**src/hdl/tmaad_pkg.sv**
```systemverilog
package tmaad_pkg;

	localparam int unsigned SMP_W = 12;
	localparam int unsigned ARR_W = 15;
	localparam int unsigned TMR_W = 20;
	localparam int unsigned PER_W = 16;
	localparam int unsigned ANG_W = 16;
	localparam int unsigned THETA_W = 9;
	localparam int unsigned KMUL_W = 10;
	localparam int unsigned PROD_W = 27;

	localparam int unsigned RING_DEPTH_DEF = 64;
	localparam int unsigned DECIMATION_DEF = 10;

	localparam logic [SMP_W-1:0] BASE_THR_RST = 12'd1000;
	localparam logic [SMP_W-1:0] BACKOFF_RST = 12'd550;
	localparam logic [TMR_W-1:0] HOLDOFF_RST = 20'd333333;
	localparam logic [PER_W-1:0] PERIOD_RST = 16'd100;
	localparam logic [SMP_W-1:0] AVG_RST = 12'd1000;
	localparam logic [TMR_W-1:0] TIMER_MAX = 20'hFFFFF;
	localparam logic [ARR_W-1:0] ARRIVAL_MAX = 15'h7FFF;

	localparam logic [KMUL_W-1:0] K_A_FWD = 10'd512;
	localparam logic [KMUL_W-1:0] K_A_REV = 10'd384;
	localparam logic [KMUL_W-1:0] K_B = 10'd435;
	localparam logic [KMUL_W-1:0] K_C = 10'd320;
	localparam logic [THETA_W-1:0] THETA_A = 9'd120;
	localparam logic [THETA_W-1:0] THETA_B = 9'd240;
	localparam logic [THETA_W-1:0] THETA_C_FWD = 9'd0;
	localparam logic [THETA_W-1:0] THETA_C_REV = 9'd360;

	localparam int unsigned IN_DATA_W = 40;
	localparam int unsigned OUT_DATA_W = 64;
	localparam int unsigned APB_ADDR_W = 4;
	localparam int unsigned APB_DATA_W = 32;

	typedef enum logic [1:0] {
		REG_BASE_THR = 2'd0,
		REG_BACKOFF  = 2'd1,
		REG_HOLDOFF  = 2'd2,
		REG_PERIOD   = 2'd3
	} reg_idx_t;

	typedef struct packed {
		logic fire;
		logic store;
		logic close;
		logic refresh;
	} lane_ctl_t;

	typedef struct packed {
		logic             all;
		logic [ARR_W-1:0] arr_a;
		logic [ARR_W-1:0] arr_b;
		logic [ARR_W-1:0] arr_c;
	} res_raw_t;

endpackage

```
**src/hdl/tmaad_lane.sv**
```systemverilog
module tmaad_lane #(
	parameter int unsigned RING_DEPTH = tmaad_pkg::RING_DEPTH_DEF
) (
	input  logic                           clk,
	input  logic                           arst_n,
	input  logic [tmaad_pkg::SMP_W-1:0]    sample,
	input  logic [tmaad_pkg::SMP_W-1:0]    thr_cur,
	input  logic [tmaad_pkg::SMP_W-1:0]    thr_low,
	input  logic [tmaad_pkg::SMP_W-1:0]    old_sample,
	input  logic [tmaad_pkg::ARR_W-1:0]    timer_sat,
	input  tmaad_pkg::lane_ctl_t           ctl,
	output logic                           hit_cur,
	output logic                           hit_low,
	output logic                           fired,
	output logic                           fired_nx,
	output logic [tmaad_pkg::ARR_W-1:0]    arrival_nx
);

	localparam int unsigned LOG_D = $clog2(RING_DEPTH);
	localparam int unsigned SUM_W = tmaad_pkg::SMP_W + LOG_D;
	localparam int unsigned DIV_SHIFT = SUM_W + LOG_D;
	localparam int unsigned MULT_W = SUM_W + 1;
	localparam int unsigned PRD_W = SUM_W + MULT_W;
	localparam longint unsigned DIV_MULT =
		((64'd1 << DIV_SHIFT) + 64'(RING_DEPTH) - 64'd1) / 64'(RING_DEPTH);

	logic                        fired_q;
	logic [tmaad_pkg::ARR_W-1:0] arrival_q;
	logic [tmaad_pkg::SMP_W-1:0] avg_q;
	logic [SUM_W-1:0]            sum_q;
	logic [SUM_W-1:0]            sum_nx;
	logic [PRD_W-1:0]            avg_prod;
	logic [tmaad_pkg::SMP_W:0]   lim_cur;
	logic [tmaad_pkg::SMP_W:0]   lim_low;

	assign lim_cur = {1'b0, thr_cur} + {1'b0, avg_q};
	assign lim_low = {1'b0, thr_low} + {1'b0, avg_q};
	assign hit_cur = {1'b0, sample} >= lim_cur;
	assign hit_low = {1'b0, sample} >= lim_low;

	assign fired      = fired_q;
	assign fired_nx   = fired_q | ctl.fire;
	assign arrival_nx = ctl.fire ? timer_sat : arrival_q;

	assign sum_nx   = sum_q - SUM_W'(old_sample) + SUM_W'(sample);
	assign avg_prod = PRD_W'(sum_q) * PRD_W'(DIV_MULT);

	always_ff @(posedge clk or negedge arst_n) begin
		if (!arst_n) begin
			fired_q   <= 1'b0;
			arrival_q <= '0;
			avg_q     <= tmaad_pkg::AVG_RST;
			sum_q     <= '0;
		end else begin
			if (ctl.close) begin
				fired_q   <= 1'b0;
				arrival_q <= '0;
			end else if (ctl.fire) begin
				fired_q   <= 1'b1;
				arrival_q <= timer_sat;
			end
			if (ctl.store) begin
				sum_q <= sum_nx;
			end
			if (ctl.refresh) begin
				avg_q <= avg_prod[DIV_SHIFT +: tmaad_pkg::SMP_W];
			end
		end
	end

endmodule

```
**src/hdl/tmaad_angle.sv**
```systemverilog
module tmaad_angle (
	input  logic                                clk,
	input  logic                                arst_n,
	input  logic                                ld,
	input  tmaad_pkg::res_raw_t                 raw,
	output logic                                room,
	output logic                                m_tvalid,
	input  logic                                m_tready,
	// all_triggered, arrival_a, arrival_b, arrival_c, angle_degrees, zero pad
	output logic [tmaad_pkg::OUT_DATA_W-1:0]    m_tdata
);

	localparam int unsigned SUM_W = 19;

	logic [tmaad_pkg::KMUL_W-1:0]        k_sel;
	logic [tmaad_pkg::THETA_W-1:0]       theta_sel;
	logic signed [tmaad_pkg::ANG_W-1:0]  d_sel;
	logic signed [tmaad_pkg::KMUL_W:0]   k_s;
	logic signed [tmaad_pkg::PROD_W-1:0] prod;

	logic                                v_s2_q;
	tmaad_pkg::res_raw_t                 raw_s2;
	logic [tmaad_pkg::THETA_W-1:0]       theta_s2;
	logic signed [tmaad_pkg::PROD_W-1:0] prod_s2;

	logic signed [tmaad_pkg::PROD_W-1:0] adj;
	logic signed [tmaad_pkg::PROD_W-1:0] quo;
	logic signed [SUM_W-1:0]             ang_sum;
	logic signed [tmaad_pkg::ANG_W-1:0]  ang_sat;
	logic signed [tmaad_pkg::ANG_W-1:0]  ang_fin;

	logic                                v_out_q;
	logic [tmaad_pkg::OUT_DATA_W-1:0]    data_out_q;
	logic                                s2_mv;

	always_comb begin
		k_sel     = '0;
		theta_sel = '0;
		d_sel     = '0;
		if (raw.arr_a == '0) begin
			theta_sel = tmaad_pkg::THETA_A;
			if (raw.arr_b >= raw.arr_c) begin
				k_sel = tmaad_pkg::K_A_FWD;
				d_sel = $signed({1'b0, raw.arr_c}) - $signed({1'b0, raw.arr_b});
			end else begin
				k_sel = tmaad_pkg::K_A_REV;
				d_sel = $signed({1'b0, raw.arr_b}) - $signed({1'b0, raw.arr_c});
			end
		end else if (raw.arr_b == '0) begin
			theta_sel = tmaad_pkg::THETA_B;
			k_sel     = tmaad_pkg::K_B;
			if (raw.arr_c >= raw.arr_a) begin
				d_sel = $signed({1'b0, raw.arr_a}) - $signed({1'b0, raw.arr_c});
			end else begin
				d_sel = $signed({1'b0, raw.arr_c}) - $signed({1'b0, raw.arr_a});
			end
		end else if (raw.arr_c == '0) begin
			k_sel = tmaad_pkg::K_C;
			d_sel = $signed({1'b0, raw.arr_b}) - $signed({1'b0, raw.arr_a});
			theta_sel = (raw.arr_b >= raw.arr_a) ? tmaad_pkg::THETA_C_FWD :
				tmaad_pkg::THETA_C_REV;
		end
	end

	assign k_s  = $signed({1'b0, k_sel});
	assign prod = k_s * d_sel;

	assign room  = !v_s2_q || !v_out_q || m_tready;
	assign s2_mv = v_s2_q && (!v_out_q || m_tready);

	always_ff @(posedge clk or negedge arst_n) begin
		if (!arst_n) begin
			v_s2_q <= 1'b0;
		end else if (ld) begin
			v_s2_q <= 1'b1;
		end else if (s2_mv) begin
			v_s2_q <= 1'b0;
		end
	end

	always_ff @(posedge clk) begin
		if (ld) begin
			raw_s2   <= raw;
			theta_s2 <= theta_sel;
			prod_s2  <= prod;
		end
	end

	always_comb begin
		adj     = prod_s2 + (prod_s2[tmaad_pkg::PROD_W-1] ? 27'sd255 : 27'sd0);
		quo     = adj >>> 8;
		ang_sum = $signed(quo[SUM_W-1:0]) +
			$signed({{(SUM_W-tmaad_pkg::THETA_W){1'b0}}, theta_s2});
		if (ang_sum > 19'sd32767) begin
			ang_sat = 16'sh7FFF;
		end else if (ang_sum < -19'sd32768) begin
			ang_sat = 16'sh8000;
		end else begin
			ang_sat = ang_sum[tmaad_pkg::ANG_W-1:0];
		end
		ang_fin = raw_s2.all ? ang_sat : '0;
	end

	always_ff @(posedge clk or negedge arst_n) begin
		if (!arst_n) begin
			v_out_q <= 1'b0;
		end else if (s2_mv) begin
			v_out_q <= 1'b1;
		end else if (m_tready) begin
			v_out_q <= 1'b0;
		end
	end

	always_ff @(posedge clk) begin
		if (s2_mv) begin
			data_out_q <= {2'b00, ang_fin, raw_s2.arr_c, raw_s2.arr_b, raw_s2.arr_a,
				raw_s2.all};
		end
	end

	assign m_tvalid = v_out_q;
	assign m_tdata  = data_out_q;

endmodule

```
**src/hdl/three_mic_arrival_angle_detector.sv**
```systemverilog
// channel   | dir | handshake                        | payload
// s_*       | in  | s_tvalid / s_tready              | s_tdata: sample_a, sample_b, sample_c
// m_*       | out | m_tvalid / m_tready              | m_tdata: all_triggered, arrivals, angle
// apb       | in  | psel & penable & pwrite & pready | pwdata at paddr 4*index
//
// One sample set per cycle while s_tready is high; the window logic and the three trigger
// decisions are combinational. A sample set whose period count ends with no open window is
// followed by a refresh that stalls the input: averages are reloaded from the ring sums
// by the reciprocal multiplier. A result is registered in raw_s1, raw_s2, then data_out_q.
// Reset clears all control state; ring memory entries read as zero until first written.
// Apart from the refresh cycle, the input stalls only while three results wait on a
// stalled output.
module three_mic_arrival_angle_detector #(
	parameter int unsigned RING_DEPTH = tmaad_pkg::RING_DEPTH_DEF,
	parameter int unsigned DECIMATION = tmaad_pkg::DECIMATION_DEF
) (
	input  logic                                clk,
	input  logic                                arst_n,
	input  logic                                s_tvalid,
	output logic                                s_tready,
	// sample_a [11:0], sample_b [23:12], sample_c [35:24], zero pad
	input  logic [tmaad_pkg::IN_DATA_W-1:0]     s_tdata,
	output logic                                m_tvalid,
	input  logic                                m_tready,
	// all_triggered [0], arrival_a [15:1], arrival_b [30:16], arrival_c [45:31],
	// angle_degrees [61:46], zero pad
	output logic [tmaad_pkg::OUT_DATA_W-1:0]    m_tdata,
	input  logic                                psel,
	input  logic                                penable,
	input  logic                                pwrite,
	input  logic [tmaad_pkg::APB_ADDR_W-1:0]    paddr,
	input  logic [tmaad_pkg::APB_DATA_W-1:0]    pwdata,
	output logic [tmaad_pkg::APB_DATA_W-1:0]    prdata,
	output logic                                pready
);

	localparam int unsigned SW = tmaad_pkg::SMP_W;
	localparam int unsigned PTR_W = $clog2(RING_DEPTH);
	localparam int unsigned DEC_W = $clog2(DECIMATION + 1);
	localparam int unsigned ROW_W = 3 * SW;

	logic [SW-1:0]                 base_q;
	logic [SW-1:0]                 backoff_q;
	logic [tmaad_pkg::TMR_W-1:0]   holdoff_q;
	logic [tmaad_pkg::PER_W-1:0]   period_q;

	logic                          open_q;
	logic [SW-1:0]                 wt_q;
	logic [tmaad_pkg::TMR_W-1:0]   timer_q;
	logic [PTR_W-1:0]              ptr_q;
	logic [PTR_W-1:0]              ptr_nx;
	logic                          full_q;
	logic [DEC_W-1:0]              dec_q;
	logic [tmaad_pkg::PER_W-1:0]   per_q;
	logic                          pending_q;

	logic [ROW_W-1:0]              ring_mem [RING_DEPTH];
	logic [ROW_W-1:0]              ring_rd_q;

	logic                          v_s1_q;
	tmaad_pkg::res_raw_t           raw_s1;
	tmaad_pkg::res_raw_t           raw_nx;

	logic                          accept;
	logic                          cfg_we;
	tmaad_pkg::reg_idx_t           cfg_idx;
	logic [SW-1:0]                 lowered;
	logic [tmaad_pkg::ARR_W-1:0]   timer_sat;
	logic [SW-1:0]                 samp     [3];
	logic [SW-1:0]                 old_samp [3];
	logic [2:0]                    hit_cur;
	logic [2:0]                    hit_low;
	logic [2:0]                    fired;
	logic [2:0]                    fired_nx;
	logic [tmaad_pkg::ARR_W-1:0]   arr_nx   [3];
	logic [2:0]                    fire;
	logic                          opened;
	logic                          open_mid;
	logic                          close;
	logic                          store;
	logic [tmaad_pkg::PER_W:0]     per_inc;
	logic                          per_hit;
	logic                          room;
	logic                          s1_ld;
	tmaad_pkg::lane_ctl_t          ctl      [3];

	assign accept   = s_tvalid && s_tready;
	assign s_tready = !pending_q && (!v_s1_q || room);
	assign pready   = 1'b1;
	assign cfg_we   = psel && penable && pwrite;
	assign cfg_idx  = tmaad_pkg::reg_idx_t'(paddr[3:2]);

	assign lowered   = (base_q > backoff_q) ? (base_q - backoff_q) : '0;
	assign timer_sat = (|timer_q[tmaad_pkg::TMR_W-1:tmaad_pkg::ARR_W]) ?
		tmaad_pkg::ARRIVAL_MAX : timer_q[tmaad_pkg::ARR_W-1:0];

	assign store  = accept && (dec_q == '0);
	assign ptr_nx = !store ? ptr_q :
		(ptr_q == PTR_W'(RING_DEPTH - 1)) ? '0 : ptr_q + 1'b1;

	// a window opened by an earlier microphone lowers the threshold for the later ones
	always_comb begin
		fire[0]  = accept && !fired[0] && hit_cur[0];
		fire[1]  = accept && !fired[1] &&
			((!open_q && fire[0]) ? hit_low[1] : hit_cur[1]);
		fire[2]  = accept && !fired[2] &&
			((!open_q && (fire[0] || fire[1])) ? hit_low[2] : hit_cur[2]);
		opened   = !open_q && (|fire);
		open_mid = open_q || (|fire);
		close    = accept && open_mid && (timer_q >= holdoff_q);
	end

	assign per_inc = {1'b0, per_q} + 1'b1;
	assign per_hit = per_inc >= {1'b0, period_q};

	generate
		for (genvar i = 0; i < 3; i++) begin : g_lane
			assign samp[i]     = s_tdata[i*SW +: SW];
			assign old_samp[i] = full_q ? ring_rd_q[i*SW +: SW] : '0;
			assign ctl[i]      = '{fire: fire[i], store: store, close: close,
				refresh: pending_q};

			tmaad_lane #(
				.RING_DEPTH (RING_DEPTH)
			) u_lane (
				.clk        (clk),
				.arst_n     (arst_n),
				.sample     (samp[i]),
				.thr_cur    (wt_q),
				.thr_low    (lowered),
				.old_sample (old_samp[i]),
				.timer_sat  (timer_sat),
				.ctl        (ctl[i]),
				.hit_cur    (hit_cur[i]),
				.hit_low    (hit_low[i]),
				.fired      (fired[i]),
				.fired_nx   (fired_nx[i]),
				.arrival_nx (arr_nx[i])
			);
		end
	endgenerate

	assign raw_nx = '{all: &fired_nx, arr_a: arr_nx[0], arr_b: arr_nx[1], arr_c: arr_nx[2]};

	always_ff @(posedge clk or negedge arst_n) begin
		if (!arst_n) begin
			base_q    <= tmaad_pkg::BASE_THR_RST;
			backoff_q <= tmaad_pkg::BACKOFF_RST;
			holdoff_q <= tmaad_pkg::HOLDOFF_RST;
			period_q  <= tmaad_pkg::PERIOD_RST;
			open_q    <= 1'b0;
			wt_q      <= tmaad_pkg::BASE_THR_RST;
			timer_q   <= '0;
			ptr_q     <= '0;
			full_q    <= 1'b0;
			dec_q     <= '0;
			per_q     <= '0;
			pending_q <= 1'b0;
		end else begin
			pending_q <= accept && per_hit && !(open_mid && !close);
			if (accept) begin
				open_q <= open_mid && !close;
				if (close) begin
					wt_q    <= base_q;
					timer_q <= '0;
				end else begin
					if (opened) begin
						wt_q <= lowered;
					end
					if (open_mid && (timer_q != tmaad_pkg::TIMER_MAX)) begin
						timer_q <= timer_q + 1'b1;
					end
				end
				ptr_q <= ptr_nx;
				if (store && (ptr_q == PTR_W'(RING_DEPTH - 1))) begin
					full_q <= 1'b1;
				end
				dec_q <= (dec_q == DEC_W'(DECIMATION - 1)) ? '0 : dec_q + 1'b1;
				per_q <= per_hit ? '0 : per_inc[tmaad_pkg::PER_W-1:0];
			end
			if (cfg_we) begin
				unique case (cfg_idx)
					tmaad_pkg::REG_BASE_THR: begin
						base_q <= pwdata[SW-1:0];
						if (!open_q) begin
							wt_q <= pwdata[SW-1:0];
						end
					end
					tmaad_pkg::REG_BACKOFF: begin
						backoff_q <= pwdata[SW-1:0];
					end
					tmaad_pkg::REG_HOLDOFF: begin
						holdoff_q <= pwdata[tmaad_pkg::TMR_W-1:0];
					end
					tmaad_pkg::REG_PERIOD: begin
						period_q <= pwdata[tmaad_pkg::PER_W-1:0];
					end
					default: begin
					end
				endcase
			end
		end
	end

	always_comb begin
		unique case (cfg_idx)
			tmaad_pkg::REG_BASE_THR: prdata = tmaad_pkg::APB_DATA_W'(base_q);
			tmaad_pkg::REG_BACKOFF:  prdata = tmaad_pkg::APB_DATA_W'(backoff_q);
			tmaad_pkg::REG_HOLDOFF:  prdata = tmaad_pkg::APB_DATA_W'(holdoff_q);
			tmaad_pkg::REG_PERIOD:   prdata = tmaad_pkg::APB_DATA_W'(period_q);
			default:                 prdata = '0;
		endcase
	end

	always_ff @(posedge clk) begin
		if (store) begin
			ring_mem[ptr_q] <= s_tdata[ROW_W-1:0];
		end
		ring_rd_q <= ring_mem[ptr_nx];
	end

	assign s1_ld = v_s1_q && room;

	always_ff @(posedge clk or negedge arst_n) begin
		if (!arst_n) begin
			v_s1_q <= 1'b0;
		end else if (close) begin
			v_s1_q <= 1'b1;
		end else if (s1_ld) begin
			v_s1_q <= 1'b0;
		end
	end

	always_ff @(posedge clk) begin
		if (close) begin
			raw_s1 <= raw_nx;
		end
	end

	tmaad_angle u_angle (
		.clk      (clk),
		.arst_n   (arst_n),
		.ld       (s1_ld),
		.raw      (raw_s1),
		.room     (room),
		.m_tvalid (m_tvalid),
		.m_tready (m_tready),
		.m_tdata  (m_tdata)
	);

endmodule

```
**config.mk**
```make
export PLATFORM = sky130hd
export DESIGN_NAME = three_mic_arrival_angle_detector
export DESIGN_NICKNAME = d
export VERILOG_FILES = /design/src/hdl/tmaad_pkg.sv /design/src/hdl/tmaad_lane.sv /design/src/hdl/tmaad_angle.sv /design/src/hdl/three_mic_arrival_angle_detector.sv
export SDC_FILE = /design/constraint.sdc
export NUM_CORES = 2
export LEC_CHECK = 0
export BUFFER_PORTS_ARGS = -buffer_cell sky130_fd_sc_hd__buf_2
export CAP_MARGIN = 20
export CORE_MARGIN = 4
export CORE_UTILIZATION = 25
export CTS_CLUSTER_DIAMETER = 40
export DETAILED_ROUTE_END_ITERATION = 7
export SYNTH_ARGS = -nofsm -noshare
export SYNTH_HDL_FRONTEND = slang
export SYNTH_SLANG_ARGS = --single-unit
```
**constraint.sdc**
```tcl
create_clock -name clk -period 22.5 [get_ports clk]
set_clock_uncertainty 0.2 [all_clocks]
set_input_delay 0 -clock clk [delete_from_list [all_inputs] [get_ports clk]]
set_output_delay 0 -clock clk [all_outputs]
set_load 0.01 [all_outputs]
```
==> reports/results.md <==
| Item | This run |
|:---|:---|
| Post-cts resize count | 0 |
| Cell leakage power | 53.8 nW |
| Number of sinks on the clock net | 2788 |
| Final hold vios | 0 |
| Number of enable-type register cells in the synthesized netlist | 2490 |
| Async SR Flop Fraction | 9.40% |
| Worst setup path category | flop to flop |
| Top cell type's share of synthesized area | 59.1% |
| Minimum clock period | 9.51 ns |
| Largest buffer count on any clock path | 4 |
| IO buf count | 148 |
| Req. time, crit path | 22.89 ns |
| Post-route worst hold slack | 0.0782 ns |
| First-pass detailed-route iteration total | 5 |
| Top-level port count | 182 |
| Yosys cell types | 83 |
| Startpoint class of the critical path | flop |
| Max-slew headroom | 26.4% |
| Number of clock buffers inserted by TritonCTS | 350 |
| Endpoint type of the worst setup path | flop |
| Dominant register cell in the synthesized netlist | sky130_fd_sc_hd__edfxtp_1 |
| Largest fanout on the critical path | 21 |
| Largest cells by area after synthesis | sky130_fd_sc_hd__edfxtp_1 59%, sky130_fd_sc_hd__mux2i_1 9.4%, sky130_fd_sc_hd__mux4_2 5.3% |
| Aggregate routed wire length | 340000 um |
| First-iteration detailed-routing DRC count | 6731 |
| Total of warnings raised by yosys | 0 |
| Crit share post-route | 42.3% |
| Area added between synthesis and finish | 18.1% |
| Number of setup violations in the final report | 0 |
| Via count normalized by instance count | 4.57 |
| Most frequent standard cell in the layout excluding fill and tap cells | sky130_fd_sc_hd__edfxtp_1 |
| Total Die Area | 0.517 sq mm |
| Final GP Congestion | 0.837 |
| Core area | 0.503 sq mm |
| Highest-delay cell along the critical path | sky130_fd_sc_hd__a221oi_1 |
| Overflow left after global routing | 0 |
| Total routing resource utilization after global routing | 12.7% |
| Number of H-tree levels | 5 |
| Nets | 9061 |
| Post-route antenna net violation count | 0 |
| Ratio of total power to cell area | 110 mW/mm^2 |
| Total negative slack for setup checks | 0 ns |
| Number of slew-limit violations in the final report | 0 |
| Initial cell density of the core | 25.2% |
| Share of final-layout standard cells stronger than drive strength 1 | 17.0% |
| Unrepaired setup endpoints after global routing | false |
| Wire length of the first global-routing pass | 490000 um |
| Pin count of the biggest net entering global routing | 135 |
| Number of remaining DRC errors | 0 |
| Data arrival at the endpoint of the critical path | 9.90 ns |
| Commonest cells after routing, fill and taps aside | 2490 x sky130_fd_sc_hd__edfxtp_1, 1187 x sky130_fd_sc_hd__mux2i_1, 459 x sky130_fd_sc_hd__inv_1, 389 x sky130_fd_sc_hd__ha_1, 355 x sky130_fd_sc_hd__clkbuf_16 |
| Post-synthesis instance area | 0.126 sq mm |
| CTS tree | yes |
| Die extent in y | 719 um |
| Worst path most repeated cell | sky130_fd_sc_hd__fa_1 |
| Skew-Pair Late Insertion Delay | 0.96 ns |
| Least-Margin Pin Slew | 1.10 ns |
| Average detailed-routed wire length per instance | 22.0 um |
| Clock input transition at the sequential cells of the worst setup and hold paths | 0.06 ns |
| Total instance count after detailed placement | 14600 |
| FF+latch count, synth | 2788 |
| Via count of the first global-routing pass | 69700 |
| Count of mapped cells out of synthesis | 7953 |
| Maximum clock frequency | 105 MHz |
| Per-instance average area after synthesis | 15.9 sq um |
| Die X-Extent | 719 um |
| Vias post-DR | 70400 |
| Non-filler cells, final | 15400 |
| Type of the tightest min-delay check | primary input to flop |
| Max IR drop VDD | 109 uV |
| FP Rows | 260 |
| Run status | finished, final reports clean |
| Final HPWL from detailed placement | 206000 um |
| Fraction of the yosys area taken by sequential cells | 64.9% |
| Crit-path max cell delay | 0.62 ns |
| Cell at the root of the clock tree | sky130_fd_sc_hd__clkbuf_16 |
| Max capacitance violation total | 0 |
| Library cell occupying the most area in the post-synthesis netlist | sky130_fd_sc_hd__edfxtp_1 |
| Initial antenna violation count | 39 |
per-layer routing:
layer  GRT usage, %  vias up  part of all wire (%)
li1               -    31500                     -
met1           17.6    36200                    44
met2           20.5     2252                    47
met3           2.24      501                   6.8
met4           3.25        4                   2.5
met5              0        -                0.0068
state kept, by name, indices dropped and copies added (netlist names), 3 cells and up:
name	count
ring_mem	2304
u_angle.m_tdata	62
g_lane.u_lane.sum_q	54
raw_s1	46
u_angle.raw_s2	46
g_lane.u_lane.arrival_q	45
g_lane.u_lane.avg_q	36
ring_rd_q	36
u_angle.prod_s2	27
holdoff_q	20
timer_q	20
per_q	16
period_q	16
backoff_q	12
base_q	12
wt_q	12
ptr_q	6
u_angle.theta_s2	5
dec_q	4
g_lane.u_lane.fired	3
Yosys cell counts, drive strengths merged (12+ instances only):
master  count
o31ai      27
mux4      296
a22oi     154
nor2      290
buf       219
nand3      77
and2       88
o21ai     244
mux2i    1188
a211oi     33
nor3       70
nand2b     56
edfxtp   2490
dfxtp      36
fa        146
nor4       24
o22ai      12
a31oi      21
nand2     250
mux2      117
nor2b      48
nand4      34
or3        40
o21bai     26
or2        15
dfrtp     217
o211ai     18
a21oi     179
clkbuf    125
a21o       80
o21a       41
and3       31
and4       40
ha        389
dfstp      45
xor2       92
xnor2     114
inv       460
critical path, delay by kind of cell, from the launching register on:
| family | cells | cell delay (ns) |
|---|---|---|
| xor+xnor | 2 | 0.28 |
| simple gates | 5 | 1.26 |
| buf+inv | 5 | 0.72 |
| flops | 1 | 0.61 |
| mux | 1 | 0.41 |
| fa+ha+maj | 7 | 3.12 |
| compound gates | 10 | 2.59 |
layout make-up:
type                            instances  area, sq um
Fill cell                           49500       353000
Sequential cell                      2788        82100
Antenna cell                            5         12.5
Multi-Input combinational cell       4372        41600
Timing Repair Buffer                  469         3580
Inverter                              462         1740
Tap cell                             6681         8360
Clock buffer                          400         9100
Clock inverter                        246         2860
through the flow:
| step | cell area (sq um) | worst slack, ns | total power [mW] | util (%) |
|---|---|---|---|---|
| after floorplan | 126000 | 14.43 | 9.65 | - |
| after global placement | 136000 | 13.25 | 10.8 | 27.1 |
| after detailed placement | 136000 | 13.21 | 10.9 | 27.1 |
| after CTS | 149000 | 13.09 | 16.6 | 29.7 |
| after global routing | 149000 | 12.43 | 17.2 | 29.7 |
| final | 149000 | 12.99 | 16.4 | 29.7 |
path summary, 6_finish.rpt:
path / from / end / slack (ns) / cells after the start
worst max register to register: raw_s1[10]$_DFFE_PN_ / u_angle.prod_s2[26]$_DFFE_PP_ / 12.99 / 30
worst min register to register: u_angle.raw_s2[34]$_DFFE_PP_ / u_angle.m_tdata[5]$_DFFE_PP_ / 0.22 / 0
max in group asynchronous: arst_n / g_lane[0].u_lane.avg_q[1]$_DFFE_PN0P_ / 20.98 / 4
min in group asynchronous: arst_n / holdoff_q[17]$_DFFE_PN0P_ / 0.10 / 4
worst max-delay path: raw_s1[10]$_DFFE_PN_ / u_angle.prod_s2[26]$_DFFE_PP_ / 12.99 / 30
worst min-delay path: s_tdata[22] / ring_mem[38][22]$_DFFE_PP_ / 0.08 / 3
what timing repair did:
item	in CTS	in global routing
buffers inserted	0	0
hold endpoints to repair	2639	0
hold buffers	126	0
logic make-up after synthesis:
kind of cell,Yosys count,synth area share [%]
flip-flops,2788,64.9
multiplexers,1601,15.7
AND/OR/NAND/NOR,1083,4.26
AO/OA/AOI/OAI,932,4.81
buffers and inverters,806,2.69
adder cells (fa/ha/maj),535,6.16
XOR/XNOR,206,1.43
other,2,0.00594
where the power goes:
part | internal (mW) | total [mW] | switching, mW
registers | 5.84 | 6.01 | 0.169
logic | 2.19 | 4.74 | 2.55
clock network | 3.30 | 5.67 | 2.37
total | 11.3 | 16.4 | 5.09
Power figures use the tool's default switching activity.
